--- src/hdl/i2c_mts_pkg.sv ---
// Shared types and constants for the I2C master transfer sequencer.
`default_nettype none
package i2c_mts_pkg;

    localparam int REG_BYTES_MAX_DEF = 4;
    localparam int PAY_BYTES_MAX_DEF = 32;

    localparam int CMD_W    = 2;
    localparam int IDX_W    = 5;
    localparam int BYTE_W   = 8;
    localparam int TGT_W    = 7;
    localparam int RLEN_W   = 3;
    localparam int PLEN_W   = 6;
    localparam int ACT_W    = 3;
    localparam int STATUS_W = 2;

    localparam logic READ_BIT = 1'b1;

    typedef enum logic [CMD_W-1:0] {
        CMD_LOAD_REG  = 2'd0,
        CMD_LOAD_DATA = 2'd1,
        CMD_START     = 2'd2,
        CMD_EVENT     = 2'd3
    } t_cmd;

    typedef enum logic [ACT_W-1:0] {
        ACT_NONE       = 3'd0,
        ACT_ADDR       = 3'd1,
        ACT_SEND       = 3'd2,
        ACT_RESTART_RD = 3'd3,
        ACT_RECV       = 3'd4,
        ACT_STOP_ACK   = 3'd5,
        ACT_STOP_NACK  = 3'd6
    } t_action;

    typedef enum logic [STATUS_W-1:0] {
        ST_IDLE   = 2'd0,
        ST_BUSY   = 2'd1,
        ST_FAILED = 2'd2
    } t_status;

endpackage
`default_nettype wire

--- src/hdl/i2c_master_transfer_sequencer.sv ---
// Top level: I2C master transfer sequencer deciding bus engine commands.
`default_nettype none
// Takes one item per clock and returns exactly one result item for each: the
// item is captured in an input register, decided by a single pass of logic
// against the held transfer state, and parked in a result register. A stalled
// result register holds the input register, so throughput is one item per
// cycle whenever o_out_valid is taken. Register-address bytes (up to
// REGISTER_BYTES_MAX) and payload bytes (up to PAYLOAD_BYTES_MAX) are held in
// flops; a byte read before it was ever loaded returns an undefined value.
// Received bytes are written back into the payload buffer.
module i2c_master_transfer_sequencer #(
    parameter int REGISTER_BYTES_MAX = i2c_mts_pkg::REG_BYTES_MAX_DEF,
    parameter int PAYLOAD_BYTES_MAX  = i2c_mts_pkg::PAY_BYTES_MAX_DEF
) (
    input  wire logic                               i_clk,
    input  wire logic                               i_rst_n,
    input  wire logic                               i_in_valid,
    output      logic                               o_in_ready,
    input  wire logic [i2c_mts_pkg::CMD_W-1:0]      i_cmd,
    input  wire logic [i2c_mts_pkg::IDX_W-1:0]      i_byte_index,
    input  wire logic [i2c_mts_pkg::BYTE_W-1:0]     i_byte_value,
    input  wire logic [i2c_mts_pkg::TGT_W-1:0]      i_target_address,
    input  wire logic [i2c_mts_pkg::RLEN_W-1:0]     i_register_length,
    input  wire logic [i2c_mts_pkg::PLEN_W-1:0]     i_payload_length,
    input  wire logic                               i_read_direction,
    input  wire logic                               i_arbitration_lost,
    input  wire logic                               i_bus_fault,
    input  wire logic                               i_got_nack,
    input  wire logic                               i_write_ready,
    input  wire logic                               i_read_ready,
    output      logic                               o_out_valid,
    input  wire logic                               i_out_ready,
    output      logic [i2c_mts_pkg::ACT_W-1:0]      o_action,
    output      logic [i2c_mts_pkg::BYTE_W-1:0]     o_address_byte,
    output      logic                               o_quick_command,
    output      logic [i2c_mts_pkg::BYTE_W-1:0]     o_send_byte,
    output      logic                               o_stored_valid,
    output      logic [i2c_mts_pkg::IDX_W-1:0]      o_stored_index,
    output      logic [i2c_mts_pkg::BYTE_W-1:0]     o_stored_byte,
    output      logic [i2c_mts_pkg::STATUS_W-1:0]   o_transfer_state,
    output      logic                               o_completed
);
    import i2c_mts_pkg::*;

    localparam int LEN_MAX = (PAYLOAD_BYTES_MAX > REGISTER_BYTES_MAX) ?
                             PAYLOAD_BYTES_MAX : REGISTER_BYTES_MAX;
    localparam int POS_W   = $clog2(LEN_MAX + 1);
    localparam int RIDX_W  = (REGISTER_BYTES_MAX > 1) ? $clog2(REGISTER_BYTES_MAX) : 1;
    localparam int PIDX_W  = (PAYLOAD_BYTES_MAX > 1) ? $clog2(PAYLOAD_BYTES_MAX) : 1;

    // input register
    logic                r_in_valid;
    t_cmd                r_cmd;
    logic [IDX_W-1:0]    r_byte_index;
    logic [BYTE_W-1:0]   r_byte_value;
    logic [TGT_W-1:0]    r_target_address;
    logic [RLEN_W-1:0]   r_register_length;
    logic [PLEN_W-1:0]   r_payload_length;
    logic                r_read_direction;
    logic                r_error;
    logic                r_write_ready;
    logic                r_read_ready;

    // transfer state
    t_status             r_status,   n_status;
    logic                r_armed,    n_armed;
    logic                r_in_addr,  n_in_addr;
    logic [POS_W-1:0]    r_position, n_position;
    logic [TGT_W-1:0]    r_held_target, n_held_target;
    logic [POS_W-1:0]    r_held_rlen,   n_held_rlen;
    logic [POS_W-1:0]    r_held_plen,   n_held_plen;
    logic                r_held_read,   n_held_read;

    logic [BYTE_W-1:0]   r_reg_bytes [REGISTER_BYTES_MAX];
    logic [BYTE_W-1:0]   r_pay_bytes [PAYLOAD_BYTES_MAX];

    // result register
    logic                r_out_valid;
    t_action             r_out_action,  n_action;
    logic [BYTE_W-1:0]   r_out_addr,    n_addr;
    logic                r_out_quick,   n_quick;
    logic [BYTE_W-1:0]   r_out_send,    n_send;
    logic                r_out_svalid,  n_svalid;
    logic [IDX_W-1:0]    r_out_sidx,    n_sidx;
    logic [BYTE_W-1:0]   r_out_sbyte,   n_sbyte;
    logic                r_out_done,    n_done;

    logic                advance;
    logic                reg_we;
    logic                pay_we;
    logic [PIDX_W-1:0]   pay_waddr;
    logic [BYTE_W-1:0]   pay_wdata;

    assign advance    = r_in_valid && (!r_out_valid || i_out_ready);
    assign o_in_ready = !r_in_valid || advance;

    always_ff @(posedge i_clk) begin
        if (!i_rst_n) begin
            r_in_valid <= 1'b0;
        end else if (o_in_ready) begin
            r_in_valid <= i_in_valid;
        end
        if (o_in_ready && i_in_valid) begin
            r_cmd             <= t_cmd'(i_cmd);
            r_byte_index      <= i_byte_index;
            r_byte_value      <= i_byte_value;
            r_target_address  <= i_target_address;
            r_register_length <= i_register_length;
            r_payload_length  <= i_payload_length;
            r_read_direction  <= i_read_direction;
            r_error           <= i_arbitration_lost | i_bus_fault | i_got_nack;
            r_write_ready     <= i_write_ready;
            r_read_ready      <= i_read_ready;
        end
    end

    always_comb begin
        logic             v_restart;
        logic             v_in_addr;
        logic [POS_W-1:0] v_pos;
        int               v_rlen;
        int               v_plen;

        v_restart     = 1'b0;
        v_in_addr     = r_in_addr;
        v_pos         = r_position;
        v_rlen        = 32'(r_register_length);
        v_plen        = 32'(r_payload_length);

        n_status      = r_status;
        n_armed       = r_armed;
        n_in_addr     = r_in_addr;
        n_position    = r_position;
        n_held_target = r_held_target;
        n_held_rlen   = r_held_rlen;
        n_held_plen   = r_held_plen;
        n_held_read   = r_held_read;

        n_action = ACT_NONE;
        n_addr   = '0;
        n_quick  = 1'b0;
        n_send   = '0;
        n_svalid = 1'b0;
        n_sidx   = '0;
        n_sbyte  = '0;
        n_done   = 1'b0;

        reg_we    = 1'b0;
        pay_we    = 1'b0;
        pay_waddr = PIDX_W'(r_byte_index);
        pay_wdata = r_byte_value;

        if (advance) begin
            unique case (r_cmd)
                CMD_LOAD_REG: begin
                    reg_we = (32'(r_byte_index) < REGISTER_BYTES_MAX);
                end
                CMD_LOAD_DATA: begin
                    pay_we = (32'(r_byte_index) < PAYLOAD_BYTES_MAX);
                end
                CMD_START: begin
                    if (r_status != ST_BUSY) begin
                        if (v_rlen > REGISTER_BYTES_MAX) v_rlen = REGISTER_BYTES_MAX;
                        if (v_plen > PAYLOAD_BYTES_MAX)  v_plen = PAYLOAD_BYTES_MAX;
                        n_held_target = r_target_address;
                        n_held_rlen   = POS_W'(v_rlen);
                        n_held_plen   = POS_W'(v_plen);
                        n_held_read   = r_read_direction;
                        n_armed       = 1'b1;
                        n_position    = '0;
                        n_status      = ST_BUSY;
                        n_quick       = (r_register_length == '0) && (r_payload_length == '0);
                        n_in_addr     = (r_register_length != '0);
                        // read bit only when no register address precedes the data
                        n_addr        = {r_target_address,
                                         (r_register_length == '0) && r_read_direction};
                        n_action      = ACT_ADDR;
                    end
                end
                CMD_EVENT: begin
                    if (r_armed) begin
                        if (r_error) begin
                            n_action = ACT_STOP_NACK;
                            n_status = ST_FAILED;
                            n_done   = 1'b1;
                        end else if (r_write_ready) begin
                            if (v_in_addr) begin
                                if (v_pos < r_held_rlen) begin
                                    n_action = ACT_SEND;
                                    n_send   = r_reg_bytes[RIDX_W'(v_pos)];
                                    v_pos    = v_pos + POS_W'(1);
                                end else begin
                                    v_in_addr = 1'b0;
                                    v_pos     = '0;
                                    if (r_held_read) begin
                                        n_action  = ACT_RESTART_RD;
                                        n_addr    = {r_held_target, READ_BIT};
                                        v_restart = 1'b1;
                                    end
                                end
                            end
                            // register-address stage done or never entered, and no restart: fall into the data phase
                            if (!v_restart && !v_in_addr) begin
                                if (v_pos < r_held_plen) begin
                                    n_action = ACT_SEND;
                                    n_send   = r_pay_bytes[PIDX_W'(v_pos)];
                                    v_pos    = v_pos + POS_W'(1);
                                end else begin
                                    n_action = ACT_STOP_ACK;
                                    n_status = ST_IDLE;
                                    n_done   = 1'b1;
                                end
                            end
                            n_in_addr  = v_in_addr;
                            n_position = v_pos;
                        end else if (r_read_ready) begin
                            if (v_pos < r_held_plen) begin
                                pay_we    = 1'b1;
                                pay_waddr = PIDX_W'(v_pos);
                                pay_wdata = r_byte_value;
                                n_svalid  = 1'b1;
                                n_sidx    = IDX_W'(v_pos);
                                n_sbyte   = r_byte_value;
                                v_pos     = v_pos + POS_W'(1);
                            end
                            if (v_pos < r_held_plen) begin
                                n_action = ACT_RECV;
                            end else begin
                                n_action = ACT_STOP_NACK;
                                n_status = ST_IDLE;
                                n_done   = 1'b1;
                            end
                            n_position = v_pos;
                        end
                    end
                end
                default: begin
                    n_action = ACT_NONE;
                end
            endcase
        end
    end

    always_ff @(posedge i_clk) begin
        if (!i_rst_n) begin
            r_status      <= ST_IDLE;
            r_armed       <= 1'b0;
            r_in_addr     <= 1'b0;
            r_position    <= '0;
            r_held_target <= '0;
            r_held_rlen   <= '0;
            r_held_plen   <= '0;
            r_held_read   <= 1'b0;
        end else begin
            r_status      <= n_status;
            r_armed       <= n_armed;
            r_in_addr     <= n_in_addr;
            r_position    <= n_position;
            r_held_target <= n_held_target;
            r_held_rlen   <= n_held_rlen;
            r_held_plen   <= n_held_plen;
            r_held_read   <= n_held_read;
        end
    end

    always_ff @(posedge i_clk) begin
        if (reg_we) begin
            r_reg_bytes[RIDX_W'(r_byte_index)] <= r_byte_value;
        end
        if (pay_we) begin
            r_pay_bytes[pay_waddr] <= pay_wdata;
        end
    end

    always_ff @(posedge i_clk) begin
        if (!i_rst_n) begin
            r_out_valid <= 1'b0;
        end else if (advance) begin
            r_out_valid <= 1'b1;
        end else if (i_out_ready) begin
            r_out_valid <= 1'b0;
        end
        if (advance) begin
            r_out_action <= n_action;
            r_out_addr   <= n_addr;
            r_out_quick  <= n_quick;
            r_out_send   <= n_send;
            r_out_svalid <= n_svalid;
            r_out_sidx   <= n_sidx;
            r_out_sbyte  <= n_sbyte;
            r_out_done   <= n_done;
        end
    end

    // status after the step travels with its result
    logic [STATUS_W-1:0] r_out_status;
    always_ff @(posedge i_clk) begin
        if (advance) begin
            r_out_status <= n_status;
        end
    end

    assign o_out_valid      = r_out_valid;
    assign o_action         = r_out_action;
    assign o_address_byte   = r_out_addr;
    assign o_quick_command  = r_out_quick;
    assign o_send_byte      = r_out_send;
    assign o_stored_valid   = r_out_svalid;
    assign o_stored_index   = r_out_sidx;
    assign o_stored_byte    = r_out_sbyte;
    assign o_transfer_state = r_out_status;
    assign o_completed      = r_out_done;

`ifndef SYNTHESIS
    a_done_is_stop: assert property (@(posedge i_clk) disable iff (!i_rst_n)
        (r_out_valid && r_out_done) |->
            (r_out_action == ACT_STOP_ACK || r_out_action == ACT_STOP_NACK))
        else $error("completion without a stop action");

    a_store_on_read: assert property (@(posedge i_clk) disable iff (!i_rst_n)
        (r_out_valid && r_out_svalid) |->
            (r_out_action == ACT_RECV || r_out_action == ACT_STOP_NACK))
        else $error("byte stored outside a read step");

    a_addr_busy: assert property (@(posedge i_clk) disable iff (!i_rst_n)
        (r_out_valid && r_out_action == ACT_ADDR) |-> (r_out_status == ST_BUSY))
        else $error("address issued but transfer not busy");

    a_addr_stage_len: assert property (@(posedge i_clk) disable iff (!i_rst_n)
        r_in_addr |-> (r_held_rlen != '0))
        else $error("address stage with no register bytes");

    a_pos_bound: assert property (@(posedge i_clk) disable iff (!i_rst_n)
        r_armed |-> (32'(r_position) <= LEN_MAX))
        else $error("position past buffer size");
`endif

endmodule
`default_nettype wire
--- config.mk ---
export PLATFORM = sky130hd
export DESIGN_NAME = i2c_master_transfer_sequencer
export DESIGN_NICKNAME = d
export VERILOG_FILES = /design/src/hdl/i2c_mts_pkg.sv /design/src/hdl/i2c_master_transfer_sequencer.sv
export SDC_FILE = /design/constraint.sdc
export NUM_CORES = 1
export LEC_CHECK = 0
export BUFFER_PORTS_ARGS = -buffer_cell sky130_fd_sc_hd__buf_4
export CAP_MARGIN = 20
export CORE_AREA = 2 2 254 206
export CTS_CLUSTER_DIAMETER = 30
export CTS_CLUSTER_SIZE = 30
export DETAILED_ROUTE_END_ITERATION = 6
export DIE_AREA = 0 0 256 208
export HOLD_SLACK_MARGIN = 0.02
export REMOVE_ABC_BUFFERS = 1
export SYNTH_ARGS = -nofsm -noshare
export SYNTH_HDL_FRONTEND = slang
export SYNTH_SLANG_ARGS = --single-unit
--- constraint.sdc ---
create_clock -name i_clk -period 5 [get_ports i_clk]
set_input_delay 1 -clock i_clk [delete_from_list [all_inputs] [get_ports i_clk]]
set_output_delay 1 -clock i_clk [all_outputs]
set_load 0.01 [all_outputs]
Yosys cells after proc, flatten, opt, wreduce, memory -nomap -nowiden
Memories as Yosys holds them, arrays and structs flattened. A register that Yosys moved wholly into a read port is not among the register bits. Index checks and enable logic that the tools add are counted.

Equal/unequal tests: 9. Reduce and logical (&&, ||, !) cells: 24. Muxes and demuxes: 108. $lt $le $gt $ge: 7. Bitwise logic cells: 7. $add $sub $neg: 2.

Operators with widths (count): $mux 6 (22); $mux 8 (11); $mux 1 (40); $mux 5 (7); $mux 2 (15); $lt 6x6->1 (4); $mux 3 (7); $pmux 8 s2 (1); $add 6x1->6 const B (2); $pmux 6 s2 (1); $reduce_and 6->1 (2); $ne 2x2->1 const B (4); $gt 6x6->1 const B (1); $logic_not 6->1 (1); $pmux 3 s2 (1); $reduce_or 6->1 (1); $logic_and 1x1->1 (5); $lt 5x3->1 const B (1); $not 1->1 (5); $eq 2x2->1 const B (2); $logic_not 1->1 (4); $pmux 1 s2 (2); $pmux 2 s2 (1); $reduce_and 2->1 (2); other kinds (12) (15).

Word-level logic and storage cells: 188. Memories kept: 2. Output and inout port bits: 39. Flip-flop bits (word level): 104. Bits of input ports: 41. Bits in writable memories: 288.

Memory list: r_pay_bytes (words 32, bits a word 8, read ports 1, clocked after memory_dff 0, write ports 1, line i2c_master_transfer_sequencer.sv:75) `logic [BYTE_W-1:0] r_pay_bytes [PAYLOAD_BYTES_MAX];`; r_reg_bytes (words 4, bits a word 8, read ports 1, clocked after memory_dff 1, write ports 1, line i2c_master_transfer_sequencer.sv:74) `logic [BYTE_W-1:0] r_reg_bytes [REGISTER_BYTES_MAX];`.

Depth between registers and ports, before layout
Word-level depth: 17. Gate-level depth with buffers: 18. Gate-level depth less buffers: 17.

Worst setup path before layout
No wires, ideal clock.

Path kind: flip-flop to flip-flop. Start point: reg r_position[1]. End point: reg r_out_send[6], in the netlist o_send_byte[6], data pin. Setup time: 0.138 ns. Stages on the path, launching flop included: 17. Arrival: 3.822 ns. Slack: 1.041 ns. Data required time: 4.862 ns. Period minus slack after synthesis: 3.959 ns. Cells stage by stage: dfxtp_1 -> ha_1 -> or3b_1 -> a21oi_2 -> a31oi_2 -> inv_2 -> buf_4 -> clkbuf_1 -> ha_1 -> nor2_1 -> nor2_1 -> or3_1 -> a21oi_1 -> and4_1 -> clkbuf_1 -> a22oi_1 -> nand4_1.

Longest elaborated chain between the ends: 11.

Ends and longest elaborated chain: start: declaration (line i2c_master_transfer_sequencer.sv:68) `logic [POS_W-1:0] r_position, n_position;`; start signal: assignment (line i2c_master_transfer_sequencer.sv:258) `r_position <= n_position;`; $add 6x1->6 / $lt 6x6->1 (equally long branches) (line i2c_master_transfer_sequencer.sv:191, i2c_master_transfer_sequencer.sv:188); $mux 6 / $mux 1 (equally long branches) (line i2c_master_transfer_sequencer.sv:188) `if (v_pos < r_held_rlen) begin`; $mux 6 / $mux 1 (equally long branches) (line i2c_master_transfer_sequencer.sv:187) `if (v_in_addr) begin`; $mux 6 / $mux 1 (equally long branches) (line i2c_master_transfer_sequencer.sv:186) `end else if (r_write_ready) begin`; $mux 6 / $mux 1 (equally long branches) (line i2c_master_transfer_sequencer.sv:182) `if (r_error) begin`; $mux 6 / $mux 1 (equally long branches) (line i2c_master_transfer_sequencer.sv:181) `if (r_armed) begin`; $mux 6 / $mux 1 (equally long branches) (line i2c_master_transfer_sequencer.sv:154) `unique case (r_cmd)`; $mux 6 / $mux 1 (equally long branches) (line i2c_master_transfer_sequencer.sv:153) `if (advance) begin`; $mem_v2 32x8 (tied with other cells); $mux 8 / $logic_and 1x1->1 (equally long branches) (line i2c_master_transfer_sequencer.sv:204, i2c_master_transfer_sequencer.sv:203); $mux 8 (*) (line i2c_master_transfer_sequencer.sv:203) `if (!v_restart && !v_in_addr) begin`; end signal: assignment (line i2c_master_transfer_sequencer.sv:287) `r_out_send <= n_send;`; end: declaration (line i2c_master_transfer_sequencer.sv:82) `logic [BYTE_W-1:0] r_out_send, n_send;`.

Every way passes the cells marked *; elsewhere a longest branch is shown, timed or not. The select of a mux whose other input is x is not followed. A chain may end at the register's enable or synchronous reset.

Worst setup path in the final report
Start point: reg r_position[2]. End point: reg r_out_send[1], in the netlist o_send_byte[1], data pin.

Same word-level chain as after synthesis.

==> reports/results.md <==
| Parameter | This run | Unit |
| --- | --- | --- |
| Setup TNS Final | 0 | ps |
| Fmax | 223 | MHz |
| Later-pin clock latency in the skew report | 590 | ps |
| Count of mapped cells out of synthesis | 1,077 | - |
| Critical path launch point type | flip-flop | - |
| Met1 Resource Use GR | 21.3 | % |
| Total power per unit cell area | 432 | mW/mm² |
| FF-to-FF path depth | 14 | - |
| Diodes inserted | 0 | - |
| FFs w/ async S/R, synth | 0 | % |
| Average cell area after synthesis | 14.9 | µm² |
| Width of the chip | 256 | µm |
| Number of warnings printed during yosys synthesis | 0 | - |
| Setup Buffers After CTS | 0 | - |
| Setup repair after global routing missed its margin | no | - |
| Maximum vdd ir drop | 0.343 | mV |
| Final worst path period need | 4480 | ps |
| Post-synth EDFFs | 360 | - |
| Max Buffers Root-to-Sink | 3 | - |
| Initial antenna violation count | 1 | - |
| Post-CTS sizing | 0 | - |
| Met3 layer usage reported by global route | 4.23 | % |
| H-tree levels | 3 | - |
| Main synth FF type | sky130_fd_sc_hd__edfxtp_1 | - |
| Standard-cell rows | 74 | - |
| Measured slew at the worst slew-check pin | 1010 | ps |
| Endpoints failing setup | 0 | - |
| Most congested layer reported by global routing | met2 | - |
| Vias/cell | 4.96 | - |
| Crit path DAT | 4920 | ps |
| Cell count after placement | 1,832 | - |
| I/O Buffers | 79 | - |
| Net total in the final layout | 1,282 | - |
| Data required time of the critical path | 5440 | ps |
| Post-route core utilization | 39.4 | % |
| Clock buffers created by TritonCTS | 72 | - |
| Type of the worst setup path | flip-flop to flip-flop | - |
| Synthesis-to-finish area growth | 24.5 | % |
| HPWL reported at the end of detailed placement | 25.5 | mm |
| Sequential element share of the synthesized area | 71.3 | % |
| Core area | 0.0506 | mm² |
| First-pass iteration count of the detailed router | 5 | - |
| Worst Hold Path EP | r_held_target[1] | - |
| Clock Root Buffer | sky130_fd_sc_hd__clkbuf_16 | - |
| Met2 demand-to-capacity share in global routing | 21.9 | % |
| Post-DP Area | 0.0175 | mm² |
| Max-slew headroom at the worst pin | 32.2 | % |
| Count of final max-slew check failures | 0 | - |
| GPL Wtd Cong | 0.870 | - |
| Register-to-register setup slack | 520 | ps |
| Finished Cell Area | 0.0200 | mm² |
| Critical Path Sink Type | flip-flop | - |
| HP Start | r_held_target[1] | - |
| Clock-pin slew on the worst setup and hold paths | 50 | ps |
| TritonCTS clock tree | built | - |
| Maximum number of pins on one net before global-route repair | 63 | - |
| Final Hold Fails | 0 | - |
| MaxCap Viol Count | 0 | - |
| Overall global routing resource usage | 15.0 | % |
| Via count of the first global-routing pass | 9,614 | - |
| DRT Wirelength | 40.1 | mm |
| Cts hold-fix bufs | 0 | - |
| Final cell count without fillers | 1,963 | - |
| Largest driver fanout on the critical path | 13 | - |
| Die ar. | 0.0532 | mm² |
| Wire length of the first global-routing pass | 60.3 | mm |
| Hold path depth | 2 | - |
| Mapped Area | 0.0160 | mm² |
| Number of distinct library cell variants in the gate-level netlist after synthesis | 71 | - |
| Drt initial violations | 1,001 | - |
| Worst hold slack | 464 | ps |
| Status | finished, final reports clean | - |
| Endpoint of the worst register-to-register path | o_send_byte[1] | - |
| Total overflow reported by the global router | 0 | - |
| Starting utilization of the core area | 31.7 | % |
| Clock net sink count | 391 | - |
| Antenna-violating nets left | 0 | - |
| Fin Clk Skew | 25.8 | ps |
| LEAKAGE | 0.00691 | µW |
| Fraction of final layout cells sized beyond drive strength 1 | 23.5 | % |
| Kind of path behind the tightest hold check | flip-flop to flip-flop | - |
| Number of vias in the routed layout | 9,729 | - |
| Vertical die dimension | 208 | µm |
| Residual DRC count | 0 | - |
| Synthesis-stage register bit count | 391 | - |
| Startpoint of the lowest-slack register-to-register path | r_position[2] | - |
| Final Cycle Share | 89.6 | % |
| WL/cell | 20.4 | µm |
| IO Pins | 80 | - |
## critical path: stages, from the launching register on
cell	delay (ps)
sky130_fd_sc_hd__dfxtp_1	610
sky130_fd_sc_hd__ha_1	230
sky130_fd_sc_hd__o21a_1	200
sky130_fd_sc_hd__a211oi_1	90
sky130_fd_sc_hd__a211oi_1	570
sky130_fd_sc_hd__inv_1	260
sky130_fd_sc_hd__ha_1	250
sky130_fd_sc_hd__a211oi_1	240
sky130_fd_sc_hd__nor2_1	90
sky130_fd_sc_hd__a2111o_1	440
sky130_fd_sc_hd__a211oi_4	380
sky130_fd_sc_hd__nand2_1	300
sky130_fd_sc_hd__a21oi_1	440
sky130_fd_sc_hd__a211oi_1	110
sky130_fd_sc_hd__nand3_1	110
## flip-flops by register name (all words and copies together), names as in the netlist, 7 cells and up, named ones only
register / count
r_reg_bytes: 32
r_pay_bytes: 256
o_send_byte: 8
o_address_byte: 8
r_byte_value: 8
r_held_target: 7
r_target_address: 7
o_stored_byte: 8
## cell usage in the layout, fill, tap and decap left out, types with 14 or more instances in the layout
cell type and n:
sky130_fd_sc_hd__buf_4 120, sky130_fd_sc_hd__a311oi_1 15, sky130_fd_sc_hd__mux4_2 40, sky130_fd_sc_hd__edfxtp_1 360, sky130_fd_sc_hd__inv_1 17, sky130_fd_sc_hd__a22o_1 14
sky130_fd_sc_hd__a21boi_0 17, sky130_fd_sc_hd__a21oi_1 26, sky130_fd_sc_hd__ha_1 19, sky130_fd_sc_hd__and3_1 20, sky130_fd_sc_hd__nand2_1 179, sky130_fd_sc_hd__clkbuf_16 75
sky130_fd_sc_hd__nor2_1 53, sky130_fd_sc_hd__dfxtp_1 31, sky130_fd_sc_hd__and2_1 18, sky130_fd_sc_hd__nand3_1 58
## cells in the mapped netlist (3+ instances only)
master                     count  area, µm²
sky130_fd_sc_hd__a311oi_1     15        131
sky130_fd_sc_hd__mux2_2        4       45.0
sky130_fd_sc_hd__mux4_2       40        901
sky130_fd_sc_hd__xnor2_1       6       52.6
sky130_fd_sc_hd__o21ai_1       4       20.0
sky130_fd_sc_hd__nand3b_1      9       67.6
sky130_fd_sc_hd__nand3_1      58        290
sky130_fd_sc_hd__nor3_1        7       35.0
sky130_fd_sc_hd__nand2b_1      9       56.3
sky130_fd_sc_hd__and3_1       20        125
sky130_fd_sc_hd__ha_1         19        238
sky130_fd_sc_hd__buf_2         4       20.0
sky130_fd_sc_hd__nand4_1       7       43.8
sky130_fd_sc_hd__buf_6         3       33.8
sky130_fd_sc_hd__mux2i_1      11        110
sky130_fd_sc_hd__dfxtp_1      31        621
sky130_fd_sc_hd__nor2b_1      11       68.8
sky130_fd_sc_hd__a31oi_1       3       18.8
sky130_fd_sc_hd__a21o_1        3       22.5
sky130_fd_sc_hd__nor2_1       53        199
sky130_fd_sc_hd__and2_1       18        113
sky130_fd_sc_hd__inv_1        18       67.6
sky130_fd_sc_hd__a21oi_1      26        130
sky130_fd_sc_hd__a22oi_1      13       97.6
sky130_fd_sc_hd__clkbuf_1     31        116
sky130_fd_sc_hd__a211oi_1      9       67.6
sky130_fd_sc_hd__edfxtp_1    360      10800
sky130_fd_sc_hd__a21boi_0     17        128
sky130_fd_sc_hd__o21a_1        4       30.0
sky130_fd_sc_hd__o21ai_0      12       60.1
sky130_fd_sc_hd__a22o_1       14        123
sky130_fd_sc_hd__nand2_1     180        676
sky130_fd_sc_hd__buf_4         4       30.0
sky130_fd_sc_hd__a221oi_1      3       26.3
sky130_fd_sc_hd__buf_1         3       11.3
## final cells by class
class                   count  area, µm²
multi-input cells         615       4250
well taps                 684        856
clock buffers              84       1910
inverters                  22       85.1
flip-flops and latches    391      11400
repair buffers            120        901
clock inverters            47        527
fillers                  4665      30700
## cells by family (layout without fill, tap and decap cells)
family                     count (synthesis)  count (layout)  synth area share [%]
DFF                                      391             391                  71.3
and+or+nand+nor                          385             385                  11.1
AOI/OAI and AO/OA                        148             148                  6.92
buffers and inverters                     71             273                  2.24
muxes                                     55              55                  6.58
adders and majority gates                 19              19                  1.48
xor gates and xnor gates                   8               8                 0.437
## how the worst max path moves through the flow
stage	cells past startpoint	startpoint	endpoint	slack, ps
finish	14	r_position[2]	o_send_byte[1]	520
floorplan	11	r_in_addr	o_send_byte[6]	-370
detailed placement	13	r_position[2]	o_send_byte[2]	660
global route	14	r_position[2]	o_send_byte[2]	150
global placement	14	r_position[2]	o_send_byte[1]	740
CTS	14	r_position[2]	o_send_byte[1]	600
## routing by layer
layer  vias to the layer above  part of all wire [%]
met5                         -                     0
met4                         0                   2.2
met3                        68                   7.8
met2                       356                    45
met1                      4869                    45
li1                       4436                     -
## report_power, final
group / switching [µW] / internal, µW
Sequential: 23.1 / 3610
Combinational: 118 / 63.9
Clock: 1740 / 3070
## through the flow
step | setup WS [ps] | power [µW]
after global placement | 739 | 3880
final | 518 | 8630
after floorplan | -368 | 3770
after global routing | 150 | 8890
after CTS | 595 | 8710
after detailed placement | 657 | 3880
Power figures use the tool's default switching activity.
